`config.mk`:
```
export PLATFORM = sky130hd
export DESIGN_NAME = lrl_ram
export DESIGN_NICKNAME = d
export VERILOG_FILES = /design/src/hdl/lrl_ram.sv
export SDC_FILE = /design/constraint.sdc
export NUM_CORES = 1
export LEC_CHECK = 0
export ABC_CLOCK_PERIOD_IN_PS = 1550
export BUFFER_PORTS_ARGS = -buffer_cell sky130_fd_sc_hd__buf_2
export CAP_MARGIN = 25
export CORE_MARGIN = 2
export CORE_UTILIZATION = 54
export DETAILED_ROUTE_END_ITERATION = 8
export PLACE_DENSITY = 0.75
export SLEW_MARGIN = 20
export SYNTH_ARGS = -nofsm -noshare
export SYNTH_HDL_FRONTEND = slang
export SYNTH_SLANG_ARGS = --single-unit
```
`constraint.sdc`:
```
create_clock -name clk_i -period 1.55 [get_ports clk_i]
set_input_delay 0 -clock clk_i [delete_from_list [all_inputs] [get_ports clk_i]]
set_output_delay 0 -clock clk_i [all_outputs]
set_load 0.005 [all_outputs]
```
`src/hdl/lrl_ram.sv`:
```
// Generic single-write, single-read RAM with a registered read port.
// Stands alone; used for the per-slot hash and value store.
module lrl_ram #(
  parameter  int unsigned WIDTH = 8,
  parameter  int unsigned DEPTH = 16,
  localparam int unsigned AddrW = (DEPTH > 1) ? $clog2(DEPTH) : 1
) (
  input  logic             clk_i,
  input  logic             we_i,
  input  logic [AddrW-1:0] waddr_i,
  input  logic [WIDTH-1:0] wdata_i,
  input  logic [AddrW-1:0] raddr_i,
  output logic [WIDTH-1:0] rdata_o
);

  logic [WIDTH-1:0] mem_q [DEPTH];
  logic [WIDTH-1:0] rdata_q;

  always_ff @(posedge clk_i) begin
    if (we_i) begin
      mem_q[waddr_i] <= wdata_i;
    end
    rdata_q <= mem_q[raddr_i];
  end

  assign rdata_o = rdata_q;

endmodule

```
==> qor.csv <==
stage,metric,value,unit
setup_path,Crit. End Element,flop,
sta,fin. max-slew vios,0,
synth,Mapped Nets,247,
synth,top post-synthesis cells by area,"edfxtp_1, mux4_2, mux4_1, dfxtp_1, a22oi_1",
synth,"Async S/R FF share, synth",0,%
synth,post-synthesis mux area share,15.0,%
status,status,finished clean,
synth,adder-cell share of the synthesized area,0,%
setup_path,Worst R2R Start,mem_q[1][1],
grt,pin count of the biggest net entering global routing,33,
floorplanning,initial core utilization,55.7,%
final_layout,layout cell share with drive strength beyond 1,31.4,%
grt,GRT Resource Usage Total,21.0,%
setup_path,startpoint types,flop,
setup_path,CP Class,reg2reg,
floorplanning,die height,102,um
setup_path,CP arrival,1.82,ns
min_path,Tightest Hold Check Type,in2reg,
sta,Max Clock Skew,0.00710,ns
synth,warnings from Yosys,0,
setup_path,Critical Path RT,1.94,ns
synth,library cells used by synthesis,19,
power,Lkg Pwr,2.10,nW
placed_design,Detailed Place HPWL,5960,um
grt,global-route wire length before repair,14900,um
placed_design,cell total after placement,395,
job,Max-Cap Viols,0,
synth,largest family of logic cells by synthesized area,multiplexers,
floorplanning,Die W,102,um
synth,Synth Flop Type,edfxtp_1,
sta,Rel. slew slack,74.2,%
final_layout,# nets final,311,
drt,via/cell ratio,5.79,
setup_path,worst r2r dst,rdata_o[1],
final_layout,diodes inserted,0,
synth,Synth area leader,edfxtp_1,
clock_tree,Max Root-Sink Buffers,2,
min_path,Hold Path Depth,3,
clock_tree,Worst-Skew Late Latency,0.53,ns
floorplanning,core area,9240,um2
final_layout,fin cells,435,
floorplanning,die area,10300,um2
synth,Post-Synth Simple-Gate Area,3.18,%
drt,DRC Markers,0,
clock_tree,root buf cell,clkbuf_8,
sta,Setup-failing EPs final,0,
clock_tree,Hold Buf Count CTS,8,
power,power per cell area,1320,nW/um2
power,Peak supply drop,883,uV
synth,area share of the largest cell type after synthesis,74.7,%
clock_tree,CTS resizes,0,
setup_path,crit path max fanout,1,
clock_tree,CTS sink count,136,
grt,vias in the first global route,2576,
grt,initial antenna violation count,0,
clock_tree,H-tree Lvls,4,
synth,most frequent cell after synthesis,edfxtp_1,
clock_tree,CTS tree,yes,
sta,worst slew pin tran,0.387,ns
drt,"antenna viol nets, final",0,
placed_design,PortBufs,25,
sta,final setup TNS,0,ns
synth,"flops & latches, synth",136,
synth,Post-synth top cells,"edfxtp_1, mux4_2, a22oi_1, mux4_1, nor2_1",
placed_design,RePlAce Congestion,0.703,
drt,First DRT Iteration DRCs,177,
drt,DRT Pass-1 Iters,5,
sta,min cycle time layout,1.43,ns
final_layout,P&R area growth vs syn,20.0,%
floorplanning,row cnt,35,
sta,Final Hold Vio Count,0,
setup_path,register-to-register path setup slack,0.12,ns
synth,Post-synth EDFFs,128,
min_path,Hold Path Origin,waddr_i[0],
clock_tree,Num CTS Buffers,17,
drt,Via Count,2518,
sta,Max Freq,0.700,GHz
synth,Synth Area in Compound Gates,2.33,%
synth,Cells after Synth,229,
synth,cell area after synthesis,5150,um2
synth,syn avg cell area,22.5,um2
setup_path,reg2reg path depth,3,
grt,GRT overflow,0,
clock_tree,Post-CTS Setup Repair Bufs,0,
synth,Post-Synth XOR/XNOR Area,0,%
drt,Routed WL,9730,um
drt,WL per Instance,22.4,um
floorplanning,Ports,26,
synth,post-synthesis sequential area ratio,77.8,%
sta,Tcrit/Tclk final,92.1,%
sta,RSZ-0062 raised after global routing,false,
clock_tree,"CTS clk-pin slew, worst paths",0.06,ns
min_path,hold endpoint,mem_q[0][4],
==> report_power, final <==
group | internal, mW | total, mW | switching, mW
logic | 0.187 | 0.400 | 0.213
registers | 4.11 | 4.14 | 0.0243
clock network | 2.13 | 3.63 | 1.50
==> stage by stage <==
step	instance area, um2	worst slack (ns)	total power [mW]	hold slack, ns	util [%]
after CTS	6180	0.0921	8.21	0.0248	66.8
after floorplan	5150	0.0571	4.42	0.0989	-
final	6180	0.122	8.17	0.0315	66.8
after detailed placement	5550	0.0305	4.60	0.377	60.1
after global placement	5550	0.0902	4.58	0.377	60.1
after global routing	6180	0.0500	8.40	0.0545	66.8
==> cell type report <==
cell class	count	area, um2
clock buffers	18	418
multi-input cells	83	1060
clock inverters	14	128
fillers	589	3060
repair buffers	55	408
well taps	129	161
flip-flops and latches	136	4000
==> cells by family after synthesis <==
kind of cell | Yosys count
DFF | 136
and+or+nand+nor | 35
buffers and inverters | 10
muxes | 32
AOI/OAI and AO/OA | 16
==> how the worst max path moves through the flow <==
stage | end | from | depth (start not counted)
3_5_place_dp | rdata_o[4] | raddr_i[0] | 5
2_1_floorplan | mem_q[0][0] | waddr_i[2] | 2
4_1_cts | rdata_o[4] | mem_q[9][4] | 3
5_1_grt | rdata_o[4] | mem_q[9][4] | 3
3_3_place_gp | rdata_o[4] | raddr_i[0] | 5
6_report | rdata_o[1] | mem_q[1][1] | 3
==> registers in the layout (all words and copies together) (netlist names) <==
name and flops:
mem_q 128, rdata_o 8
==> cells in the final DEF, fill, tap and decap left out <==
master         instances
nand2_1                9
and2b_1                1
nor2_1                13
inv_6                  2
clkinvlp_4             6
bufinv_16              1
nand3b_1               2
a22oi_1               16
nor3_1                 4
dfxtp_1                8
nand2b_1               2
clkbuf_16             16
clkinv_1               1
buf_2                 25
mux4_1                14
clkinv_4               3
clkbuf_8               1
or3b_2                 1
buf_12                 3
clkinv_2               1
dlygate4sd3_1          8
buf_4                 19
clkbuf_1               1
nand3_1                1
edfxtp_1             128
nor2b_1                1
mux4_2                18
and2_1                 1
==> worst max-delay path, cell delays in order (launching register included) <==
cell and delay, ns:
edfxtp_1 0.36, mux4_1 0.53, a22oi_1 0.28, nand2_1 0.13
==> layer usage <==
| metal | share of wire [%] | global-route usage (%) | routed length, um |
|---|---|---|---|
| met1 | 42 | 29.8 | 4120 |
| met2 | 49 | 31.1 | 4800 |
| met3 | 5.8 | 6.35 | 560 |
| met4 | 2.5 | 8.52 | 246 |
| met5 | 0 | 0 | 0 |
Note: power is estimated with default switching activity, not from simulation.
